--- src/ptd_pkg.sv ---
// ----------------------------------------------------------------------------
// ptd_pkg
// Shared constants, codes and types of the periodic task dispatcher.
// ----------------------------------------------------------------------------
package ptd_pkg;

    localparam int TASK_SLOTS = 8;
    localparam int SLOT_W     = (TASK_SLOTS > 1) ? $clog2(TASK_SLOTS) : 1;

    localparam int KIND_W     = 2;
    localparam int TICK_W     = 32;
    localparam int SLOT_IN_W  = 8;
    localparam int STATUS_W   = 2;
    localparam int TASK_W     = 6;

    localparam int DIV_W      = TICK_W;
    localparam int DIV_CNT_W  = $clog2(DIV_W);

    localparam logic [TICK_W-1:0] TICK_HALF = {1'b1, {(TICK_W-1){1'b0}}};

    localparam logic [KIND_W-1:0] KIND_REGISTER = 2'd0;
    localparam logic [KIND_W-1:0] KIND_ENABLE   = 2'd1;
    localparam logic [KIND_W-1:0] KIND_RUN      = 2'd2;

    localparam logic [STATUS_W-1:0] ST_OK        = 2'd0;
    localparam logic [STATUS_W-1:0] ST_BAD_PARAM = 2'd1;
    localparam logic [STATUS_W-1:0] ST_FULL      = 2'd2;
    localparam logic [STATUS_W-1:0] ST_BAD_SLOT  = 2'd3;

    typedef struct packed {
        logic             start;
        logic [DIV_W-1:0] dividend;
        logic [DIV_W-1:0] divisor;
    } div_req_t;

    typedef struct packed {
        logic             busy;
        logic             done;
        logic [DIV_W-1:0] remainder;
    } div_rsp_t;

endpackage

--- src/ptd_divider.sv ---
// ----------------------------------------------------------------------------
// ptd_divider
// Restoring remainder unit: one quotient bit per cycle, done pulses once and
// the remainder holds until the next start.
// ----------------------------------------------------------------------------
module ptd_divider
(
    input  logic              clk,
    input  logic              rst_n,
    input  ptd_pkg::div_req_t req,
    output ptd_pkg::div_rsp_t rsp
);
    import ptd_pkg::*;

    logic                 busy_reg, busy_next;
    logic                 done_reg, done_next;
    logic [DIV_CNT_W-1:0] cnt_reg, cnt_next;
    logic [DIV_W-1:0]     dvd_reg, dvd_next;
    logic [DIV_W-1:0]     dvs_reg, dvs_next;
    logic [DIV_W-1:0]     rem_reg, rem_next;
    logic [DIV_W:0]       shifted;
    logic [DIV_W:0]       diff;

    assign shifted = {rem_reg, dvd_reg[DIV_W-1]};
    assign diff    = shifted - {1'b0, dvs_reg};

    always_comb
    begin
        busy_next = busy_reg;
        done_next = 1'b0;
        cnt_next  = cnt_reg;
        dvd_next  = dvd_reg;
        dvs_next  = dvs_reg;
        rem_next  = rem_reg;
        if (req.start)
        begin
            busy_next = 1'b1;
            cnt_next  = '0;
            dvd_next  = req.dividend;
            dvs_next  = req.divisor;
            rem_next  = '0;
        end
        else if (busy_reg)
        begin
            // keep the shifted value when the divisor does not fit
            rem_next = diff[DIV_W] ? shifted[DIV_W-1:0] : diff[DIV_W-1:0];
            dvd_next = {dvd_reg[DIV_W-2:0], 1'b0};
            cnt_next = cnt_reg + 1'b1;
            if (cnt_reg == DIV_CNT_W'(DIV_W - 1))
            begin
                busy_next = 1'b0;
                done_next = 1'b1;
            end
        end
    end

    always_ff @(posedge clk or negedge rst_n)
    begin
        if (!rst_n)
        begin
            busy_reg <= 1'b0;
            done_reg <= 1'b0;
            cnt_reg  <= '0;
        end
        else
        begin
            busy_reg <= busy_next;
            done_reg <= done_next;
            cnt_reg  <= cnt_next;
        end
    end

    always_ff @(posedge clk)
    begin
        dvd_reg <= dvd_next;
        dvs_reg <= dvs_next;
        rem_reg <= rem_next;
    end

    assign rsp.busy      = busy_reg;
    assign rsp.done      = done_reg;
    assign rsp.remainder = rem_reg;

endmodule

--- src/periodic_task_dispatcher.sv ---
// ----------------------------------------------------------------------------
// periodic_task_dispatcher
// Register and set-enable words pass through the execute and final states; a
// run pass scans the slots in order, and each due slot waits for the remainder
// unit that computes the release catch-up and then for any output stall before
// its result is stored; one word is in flight at a time.
// Reset clears the used and enable flags of every slot and empties the output.
// ----------------------------------------------------------------------------
module periodic_task_dispatcher
(
    input  logic                            clk,
    input  logic                            rst_n,
    input  logic                            in_valid,
    output logic                            in_ready,
    input  logic [ptd_pkg::KIND_W-1:0]      kind,
    input  logic [ptd_pkg::TICK_W-1:0]      now_tick,
    input  logic [ptd_pkg::TICK_W-1:0]      period,
    input  logic                            run_immediately,
    input  logic [ptd_pkg::SLOT_IN_W-1:0]   slot,
    input  logic                            enable,
    output logic                            out_valid,
    input  logic                            out_ready,
    output logic [ptd_pkg::STATUS_W-1:0]    status,
    output logic [ptd_pkg::TASK_W-1:0]      task_slot,
    output logic                            dispatched,
    output logic [ptd_pkg::TICK_W-1:0]      run_count,
    output logic                            last
);
    import ptd_pkg::*;

    localparam logic [2:0] S_IDLE  = 3'd0;
    localparam logic [2:0] S_EXEC  = 3'd1;
    localparam logic [2:0] S_SCAN  = 3'd2;
    localparam logic [2:0] S_DIV   = 3'd3;
    localparam logic [2:0] S_STORE = 3'd4;
    localparam logic [2:0] S_FINAL = 3'd5;

    logic [2:0]            state_reg, state_next;
    logic [SLOT_W-1:0]     idx_reg, idx_next;

    // latched input word
    logic [KIND_W-1:0]     kind_reg;
    logic [TICK_W-1:0]     now_reg;
    logic [TICK_W-1:0]     per_in_reg;
    logic                  imm_reg;
    logic [SLOT_IN_W-1:0]  slot_reg;
    logic                  en_reg;

    // slot table
    logic [TASK_SLOTS-1:0] slot_used_reg, slot_used_next;
    logic [TASK_SLOTS-1:0] slot_on_reg, slot_on_next;
    logic [TICK_W-1:0]     per_reg [TASK_SLOTS];
    logic [TICK_W-1:0]     per_next [TASK_SLOTS];
    logic [TICK_W-1:0]     rel_reg [TASK_SLOTS];
    logic [TICK_W-1:0]     rel_next [TASK_SLOTS];
    logic [TICK_W-1:0]     runs_reg [TASK_SLOTS];
    logic [TICK_W-1:0]     runs_next [TASK_SLOTS];

    // result waiting to be pushed
    logic                  pend_valid_reg, pend_valid_next;
    logic [STATUS_W-1:0]   pend_status_reg, pend_status_next;
    logic [TASK_W-1:0]     pend_slot_reg, pend_slot_next;
    logic                  pend_disp_reg, pend_disp_next;
    logic [TICK_W-1:0]     pend_runs_reg, pend_runs_next;

    // output register
    logic                  out_valid_reg, out_valid_next;
    logic [STATUS_W-1:0]   out_status_reg, out_status_next;
    logic [TASK_W-1:0]     out_slot_reg, out_slot_next;
    logic                  out_disp_reg, out_disp_next;
    logic [TICK_W-1:0]     out_runs_reg, out_runs_next;
    logic                  out_last_reg, out_last_next;

    logic                  out_free;
    logic                  push;
    logic                  push_last;

    logic [SLOT_W-1:0]     rd_idx;
    logic [TICK_W-1:0]     sel_per;
    logic [TICK_W-1:0]     sel_rel;
    logic [TICK_W-1:0]     sel_runs;
    logic [TICK_W-1:0]     lag;
    logic [TICK_W-1:0]     neg_per;
    logic [TICK_W-1:0]     adj;
    logic [TICK_W-1:0]     caught_rel;
    logic                  sel_due;
    logic                  scan_last;

    logic [SLOT_W-1:0]     free_idx;
    logic                  free_any;
    logic                  slot_ok;

    div_req_t              div_req;
    div_rsp_t              div_rsp;

    ptd_divider u_divider
    (
        .clk   (clk),
        .rst_n (rst_n),
        .req   (div_req),
        .rsp   (div_rsp)
    );

    assign rd_idx   = (state_reg == S_EXEC) ? slot_reg[SLOT_W-1:0] : idx_reg;
    assign sel_per  = per_reg[rd_idx];
    assign sel_rel  = rel_reg[rd_idx];
    assign sel_runs = runs_reg[rd_idx];

    assign lag      = now_reg - sel_rel;
    assign neg_per  = '0 - sel_per;
    assign sel_due  = slot_used_reg[idx_reg] && slot_on_reg[idx_reg] && !lag[TICK_W-1];
    assign scan_last = (idx_reg == SLOT_W'(TASK_SLOTS - 1));

    // Short periods: release = now - (lag mod p) + p.
    // Long periods step backward by -p; round the gap to half range up.
    assign adj = (div_rsp.remainder == '0) ? '0 : (neg_per - div_rsp.remainder);
    assign caught_rel = (sel_per == '0) ? sel_rel :
                        !sel_per[TICK_W-1] ? (now_reg - div_rsp.remainder + sel_per) :
                        (now_reg - TICK_HALF - adj);

    assign slot_ok = (slot_reg < SLOT_IN_W'(TASK_SLOTS)) &&
                     slot_used_reg[slot_reg[SLOT_W-1:0]];

    always_comb
    begin
        free_idx = '0;
        free_any = 1'b0;
        for (int i = TASK_SLOTS - 1; i >= 0; i--)
        begin
            if (!slot_used_reg[i])
            begin
                free_idx = SLOT_W'(i);
                free_any = 1'b1;
            end
        end
    end

    assign out_free = !out_valid_reg || out_ready;
    assign in_ready = (state_reg == S_IDLE);

    always_comb
    begin
        state_next       = state_reg;
        idx_next         = idx_reg;
        slot_used_next   = slot_used_reg;
        slot_on_next     = slot_on_reg;
        per_next         = per_reg;
        rel_next         = rel_reg;
        runs_next        = runs_reg;
        pend_valid_next  = pend_valid_reg;
        pend_status_next = pend_status_reg;
        pend_slot_next   = pend_slot_reg;
        pend_disp_next   = pend_disp_reg;
        pend_runs_next   = pend_runs_reg;
        push             = 1'b0;
        push_last        = 1'b0;
        div_req.start    = 1'b0;
        div_req.dividend = '0;
        div_req.divisor  = '0;

        case (state_reg)
            S_IDLE:
            begin
                if (in_valid)
                begin
                    state_next = S_EXEC;
                end
            end
            S_EXEC:
            begin
                pend_valid_next  = 1'b1;
                pend_status_next = ST_OK;
                pend_slot_next   = '0;
                pend_disp_next   = 1'b0;
                pend_runs_next   = '0;
                state_next       = S_FINAL;
                case (kind_reg)
                    KIND_REGISTER:
                    begin
                        if (per_in_reg == '0)
                        begin
                            pend_status_next = ST_BAD_PARAM;
                        end
                        else if (!free_any)
                        begin
                            pend_status_next = ST_FULL;
                        end
                        else
                        begin
                            slot_used_next[free_idx] = 1'b1;
                            slot_on_next[free_idx]   = 1'b1;
                            per_next[free_idx]       = per_in_reg;
                            rel_next[free_idx]       = imm_reg ? now_reg
                                                               : now_reg + per_in_reg;
                            runs_next[free_idx]      = '0;
                            pend_slot_next           = TASK_W'(free_idx);
                        end
                    end
                    KIND_ENABLE:
                    begin
                        if (!slot_ok)
                        begin
                            pend_status_next = ST_BAD_SLOT;
                        end
                        else
                        begin
                            slot_on_next[rd_idx] = en_reg;
                            if (en_reg)
                            begin
                                rel_next[rd_idx] = now_reg + sel_per;
                            end
                            pend_slot_next = TASK_W'(rd_idx);
                        end
                    end
                    KIND_RUN:
                    begin
                        // idle result stays in pend unless a slot dispatches
                        pend_valid_next = 1'b0;
                        idx_next        = '0;
                        state_next      = S_SCAN;
                    end
                    default:
                    begin
                        pend_status_next = ST_BAD_PARAM;
                    end
                endcase
            end
            S_SCAN:
            begin
                if (sel_due)
                begin
                    if (sel_per == '0)
                    begin
                        state_next = S_STORE;
                    end
                    else
                    begin
                        div_req.start = 1'b1;
                        if (!sel_per[TICK_W-1])
                        begin
                            div_req.dividend = lag;
                            div_req.divisor  = sel_per;
                        end
                        else
                        begin
                            div_req.dividend = TICK_HALF - lag;
                            div_req.divisor  = neg_per;
                        end
                        state_next = S_DIV;
                    end
                end
                else if (scan_last)
                begin
                    state_next = S_FINAL;
                end
                else
                begin
                    idx_next = idx_reg + 1'b1;
                end
            end
            S_DIV:
            begin
                if (div_rsp.done)
                begin
                    state_next = S_STORE;
                end
            end
            S_STORE:
            begin
                // flush the previous dispatch before this one takes its place
                if (!pend_valid_reg || out_free)
                begin
                    push              = pend_valid_reg;
                    rel_next[idx_reg]  = caught_rel;
                    runs_next[idx_reg] = sel_runs + 1'b1;
                    pend_valid_next   = 1'b1;
                    pend_status_next  = ST_OK;
                    pend_slot_next    = TASK_W'(idx_reg);
                    pend_disp_next    = 1'b1;
                    pend_runs_next    = sel_runs + 1'b1;
                    if (scan_last)
                    begin
                        state_next = S_FINAL;
                    end
                    else
                    begin
                        idx_next   = idx_reg + 1'b1;
                        state_next = S_SCAN;
                    end
                end
            end
            S_FINAL:
            begin
                if (out_free)
                begin
                    push       = 1'b1;
                    push_last  = 1'b1;
                    state_next = S_IDLE;
                end
            end
            default:
            begin
                state_next = S_IDLE;
            end
        endcase
    end

    always_comb
    begin
        out_valid_next  = out_valid_reg && !out_ready;
        out_status_next = out_status_reg;
        out_slot_next   = out_slot_reg;
        out_disp_next   = out_disp_reg;
        out_runs_next   = out_runs_reg;
        out_last_next   = out_last_reg;
        if (push)
        begin
            out_valid_next  = 1'b1;
            out_status_next = pend_status_reg;
            out_slot_next   = pend_slot_reg;
            out_disp_next   = pend_disp_reg;
            out_runs_next   = pend_runs_reg;
            out_last_next   = push_last;
        end
    end

    always_ff @(posedge clk or negedge rst_n)
    begin
        if (!rst_n)
        begin
            state_reg      <= S_IDLE;
            idx_reg        <= '0;
            slot_used_reg  <= '0;
            slot_on_reg    <= '0;
            pend_valid_reg <= 1'b0;
            out_valid_reg  <= 1'b0;
        end
        else
        begin
            state_reg      <= state_next;
            idx_reg        <= idx_next;
            slot_used_reg  <= slot_used_next;
            slot_on_reg    <= slot_on_next;
            pend_valid_reg <= pend_valid_next;
            out_valid_reg  <= out_valid_next;
        end
    end

    always_ff @(posedge clk)
    begin
        if (in_valid && in_ready)
        begin
            kind_reg   <= kind;
            now_reg    <= now_tick;
            per_in_reg <= period;
            imm_reg    <= run_immediately;
            slot_reg   <= slot;
            en_reg     <= enable;
        end
        per_reg         <= per_next;
        rel_reg         <= rel_next;
        runs_reg        <= runs_next;
        pend_status_reg <= pend_status_next;
        pend_slot_reg   <= pend_slot_next;
        pend_disp_reg   <= pend_disp_next;
        pend_runs_reg   <= pend_runs_next;
        out_status_reg  <= out_status_next;
        out_slot_reg    <= out_slot_next;
        out_disp_reg    <= out_disp_next;
        out_runs_reg    <= out_runs_next;
        out_last_reg    <= out_last_next;
    end

    assign out_valid  = out_valid_reg;
    assign status     = out_status_reg;
    assign task_slot  = out_slot_reg;
    assign dispatched = out_disp_reg;
    assign run_count  = out_runs_reg;
    assign last       = out_last_reg;

    a_accept_exec: assert property (@(posedge clk) disable iff (!rst_n)
        in_valid && in_ready |=> state_reg == S_EXEC)
        else $error("accepted word did not start execution");

    a_div_done_wait: assert property (@(posedge clk) disable iff (!rst_n)
        div_rsp.done |-> state_reg == S_DIV)
        else $error("remainder unit finished outside its wait state");

    a_div_idle: assert property (@(posedge clk) disable iff (!rst_n)
        state_reg != S_DIV |-> !div_rsp.busy)
        else $error("remainder unit busy outside its wait state");

    a_on_needs_used: assert property (@(posedge clk) disable iff (!rst_n)
        (slot_on_reg & ~slot_used_reg) == '0)
        else $error("free slot marked enabled");

    a_dispatch_ok: assert property (@(posedge clk) disable iff (!rst_n)
        out_valid && dispatched |-> status == ST_OK)
        else $error("dispatch result with error status");

endmodule
--- config.mk ---
export PLATFORM = sky130hd
export DESIGN_NAME = periodic_task_dispatcher
export DESIGN_NICKNAME = d
export VERILOG_FILES = /design/src/ptd_pkg.sv /design/src/ptd_divider.sv /design/src/periodic_task_dispatcher.sv
export SDC_FILE = /design/constraint.sdc
export NUM_CORES = 2
export LEC_CHECK = 0
export ABC_AREA = 1
export BUFFER_PORTS_ARGS = -buffer_cell sky130_fd_sc_hd__buf_2
export CAP_MARGIN = 20
export CELL_PAD_IN_SITES_DETAIL_PLACEMENT = 0
export CELL_PAD_IN_SITES_GLOBAL_PLACEMENT = 1
export CORE_ASPECT_RATIO = 0.7
export CORE_UTILIZATION = 40
export CTS_CLUSTER_DIAMETER = 30
export DETAILED_ROUTE_END_ITERATION = 10
export PLACE_DENSITY = 0.76
export RECOVER_POWER = 50
export SYNTH_ARGS = -nofsm -noshare
export SYNTH_HDL_FRONTEND = slang
export SYNTH_HIERARCHICAL = 1
export SYNTH_SLANG_ARGS = --single-unit
--- constraint.sdc ---
create_clock -name clk -period 16.05 [get_ports clk]
set_clock_uncertainty 0.05 [all_clocks]
set_input_delay 0.8025 -clock clk [delete_from_list [all_inputs] [get_ports clk]]
set_output_delay 0.8025 -clock clk [all_outputs]
set_load 0.01 [all_outputs]
## Yosys cells after proc, flatten, opt, wreduce, memory -nomap -nowiden

Index checks and enable logic that the tools add are counted.

| storage, ports and cells | value |
|---|---|
| register bits | 1054 |
| bits of input ports | 80 |
| word-level logic and storage cells | 271 |

| operators by class | value |
|---|---|
| add/sub/neg operators | 14 |
| magnitude comparators | 13 |
| eq/ne operators | 27 |
| muxes and demuxes | 120 |
| bitwise logic cells | 11 |
| reductions and logical operators | 34 |

Operator list:

| operator | count |
|---|---|
| 2-to-1 mux 256 bit | 9 |
| one-hot mux 256 bit (2 select lines) | 3 |
| bitwise mux 256 bit | 5 |
| 2-to-1 mux 32 bit | 17 |
| binary-select mux 32 bit (select 3 bit) | 3 |
| demux 32 bit (select 3 bit) | 3 |
| bitwise AND 256 bit | 1 |
| NOT 256 bit | 1 |
| 2-to-1 mux 65 bit | 3 |
| subtractor 32 bit | 4 |
| adder 32 bit | 3 |
| logical NOT 32 bit | 3 |
| 2-to-1 mux 3 bit | 25 |
| 2-to-1 mux 64 bit | 1 |
| one-hot mux 32 bit (2 select lines) | 1 |
| subtractor 33 x 32 -> 33 bit | 1 |
| adder 32 x 1 -> 32 bit, second input constant | 1 |
| subtractor 1 x 32 -> 32 bit, first input constant | 1 |
| subtractor 32 bit, first input constant | 1 |
| subtractor 32 bit, second input constant | 1 |
| 2-to-1 mux 1 bit | 24 |
| 2-to-1 mux 8 bit | 3 |
| != test 2 bit, second input constant | 9 |
| one-hot mux 3 bit (6 select lines) | 1 |
| 45 further kinds | 95 |

## Longest topological paths before layout

| logic depth | value |
|---|---|
| word-level depth | 19 |
| gate-level depth with buffers | 48 |

## By module

The synthesis kept the hierarchy.

Modules (own cells, without submodules):

| module | times used | cells an instance | area an instance (um^2) | seq. area each (um^2) |
|---|---|---|---|---|
| periodic_task_dispatcher | 1 | 7734 | 61959.4 | 28257.1 |
| ptd_divider | 1 | 1032 | 7036.7 | 2737.6 |

## Worst setup path after synthesis

OpenSTA, ideal clock, no wires.

| path | value |
|---|---|
| path kind | register -> register |
| from | reg state_reg[0] |
| to | reg rel_reg[0] in the netlist's numbering, enable pin |
| data arrival time | 6.341 ns |
| required time | 15.530 ns |
| path slack | 9.189 ns |
| stages on the path, launching flop included | 10 |
| buffers on the path | 2 |
| cell sequence | dfrtp_1 > buf_4 > nor2_1 > inv_1 > nor2_1 > inv_2 > clkbuf_1 > a21oi_1 > nand2_1 > a211oi_1 |

| on the way | value |
|---|---|
| cells in the longest elaborated chain, start to end | 3 |
| elaborated cells between the ends (all ways) | 10 |

Ends and longest elaborated chain:

| item | line | source |
|---|---|---|
| start, declared | periodic_task_dispatcher.sv:38 | `logic [2:0] state_reg, state_next;` |
| start signal, assigned | periodic_task_dispatcher.sv:340 | `state_reg <= state_next;` |
| == test 3 x 1 -> 1 bit or == test 3 bit (tied branches) | periodic_task_dispatcher.sv:161 | `case (state_reg)` |
| != test 3 x 1 -> 1 bit (no source line), or another cell as far along | -- |  |
| AND reduction 7 bit (no source line) (*) | -- |  |
| end signal, assigned | periodic_task_dispatcher.sv:361 | `rel_reg <= rel_next;` |
| end, declared | periodic_task_dispatcher.sv:54 | `logic [TICK_W-1:0] rel_reg [TASK_SLOTS];` |

Mark *: on every way between the ends. The rest lies on a longest branch, timed or not.
A chain may end at the register's enable or synchronous reset.

==> metrics <==
status finished with violations; failing checks design-rule violations, max-capacitance violations, max-slew violations; max incr delay on CP ~1.7 ns; Final Wtd Congestion 1.02; Reg clk slew, reported paths 0.06 ns; H-tree depth 4; CTS resizes 0; kind of critical path register to register; Worst Max-Slew Pin Slew between 3 and 4 ns; commonest non-fill, non-tap cell in the layout nand2_1; Min Clock Period, post-route roughly 11 ns; RSZ-0062 raised after global routing false; crit share post-route 0.682; vias in the first global route 59881; Die W 498 um; WL/cell roughly 28 um; Std-Cell Rows ~130; gate count of the mapped netlist 8765; layout cells sized above 1 0.0833; Syn Std Cell Area between 0.06 and 0.07 mm2; Placed Instances about 11000; commonest cells after routing, fill and taps aside nand2_1, edfxtp_1, nand3_1; drt total wl ~320000 um; Syn-to-layout area delta 15.0%; syn avg cell area 7.87 um2; hold_buf cts 0; antenna violation net count after detailed routing 0; Num CTS Buffers 204; CORE AREA 0.171 mm2; postcts setup bufs 0; TritonCTS clock tree done; reg-to-reg endpoint rel_reg[91]; root buffer cell clkbuf_16; CP max stage cell clkbuf_1; Reg2Reg Depth 32; Syn. warnings 6; Min-Delay Startpoint now_tick[29]; largest net degree at the start of global routing 122; Final Hold Fails 0; number of antenna violations at the first check in global routing 29; critical path fanouts, max around 110; first-pass GRT wire length between 400000 and 500000 um; Starting Density 0.403; Initial DRC Count approximately 11000; PortBufs between 100 and 150; Longest Clk Path Bufs 3; Global Route Usage Sum 0.352; I/O pins 124; GRT Residual Overflow 0; CP Capture Type register; Die ar. 0.174 mm2; Max Slew Vio Count between 900 and 1000; setup violators final 0; r2r startpoint state_reg[2]; nets 9278; Most Frequent Cell on Critical Path nand2_1; Critical Path RT about 17 ns; Residual DRC 6; Hold EP now_reg[29]; Clk Latency, worst-skew pair 0.86 ns; Setup crit start state_reg[2]; element type at the critical path start register; Max Freq 91.3 MHz; Slew headroom -1.50; Clock Sinks roughly 1000; router iterations before antenna repair 11; DP HPWL around 220000 um; Arrival @ worst endpoint 11.49 ns; Worst Hold Class input port to register; setup TNS 0 ns; DR vias about 67000; Reg2Reg Setup Slack around 5.1 ns; vias per std cell between 5 and 6; Max Cap Viol 28; fin cells roughly 11000; WHS Path Cells 1; die height 349 um; filler cell count between 15000 and 20000
-- metrics by stage --
stage | hold slack [ns] | util | setup slack [ns] | area [um2]
after floorplan | 0.350 | - | 9.19 | 69000
after global placement | 0.354 | 0.423 | 6.78 | 72400
after detailed placement | 0.355 | 0.423 | 6.74 | 72500
after CTS | 0.0224 | 0.465 | 6.69 | 79600
after global routing | 0.0472 | 0.463 | 4.65 | 79300
final | 0.0705 | 0.463 | 5.10 | 79400
-- how the worst max path moves through the flow --
stage / end / slack [ns]
CTS: rel_reg[155] / 6.69
global route: rel_reg[123] / 4.65
global placement: rel_reg[31] / 6.78
detailed placement: rel_reg[155] / 6.74
finish: rel_reg[91] / 5.10
floorplan: rel_reg[0] / 9.19
-- worst max-delay path, delay by kind of cell (launching register included) --
kind	cells	cell delay, ns
compound gates	7	2.01
fa+ha+maj	3	1.15
buf+inv	4	2.02
flops	1	0.45
simple gates	18	4.79
-- final cells by class --
cell class	count	area, um2	area share
multi-input combinational	6414	33100	0.416
antenna	10	25.0	0.000315
sequential	1048	31000	0.391
tap	2257	2820	0.0356
inverter	958	3600	0.0454
timing repair buffer	279	1710	0.0216
clock inverter	154	1880	0.0236
clock buffer	227	5280	0.0665
-- routing by layer --
layer / vias to the layer above / part of all wire / global-route usage / wire [um]
met3: 598 / 0.15 / 0.135 / 48600
met4: 14 / 0.029 / 0.101 / 9050
met5: - / 0.0012 / 0.00758 / 376
met2: 4642 / 0.36 / 0.438 / 114000
li1: 29994 / - / - / -
met1: 32023 / 0.46 / 0.543 / 144000
Power is not shown: default switching activity piles up to over one toggle a cycle in this logic, so the estimate is an artifact.
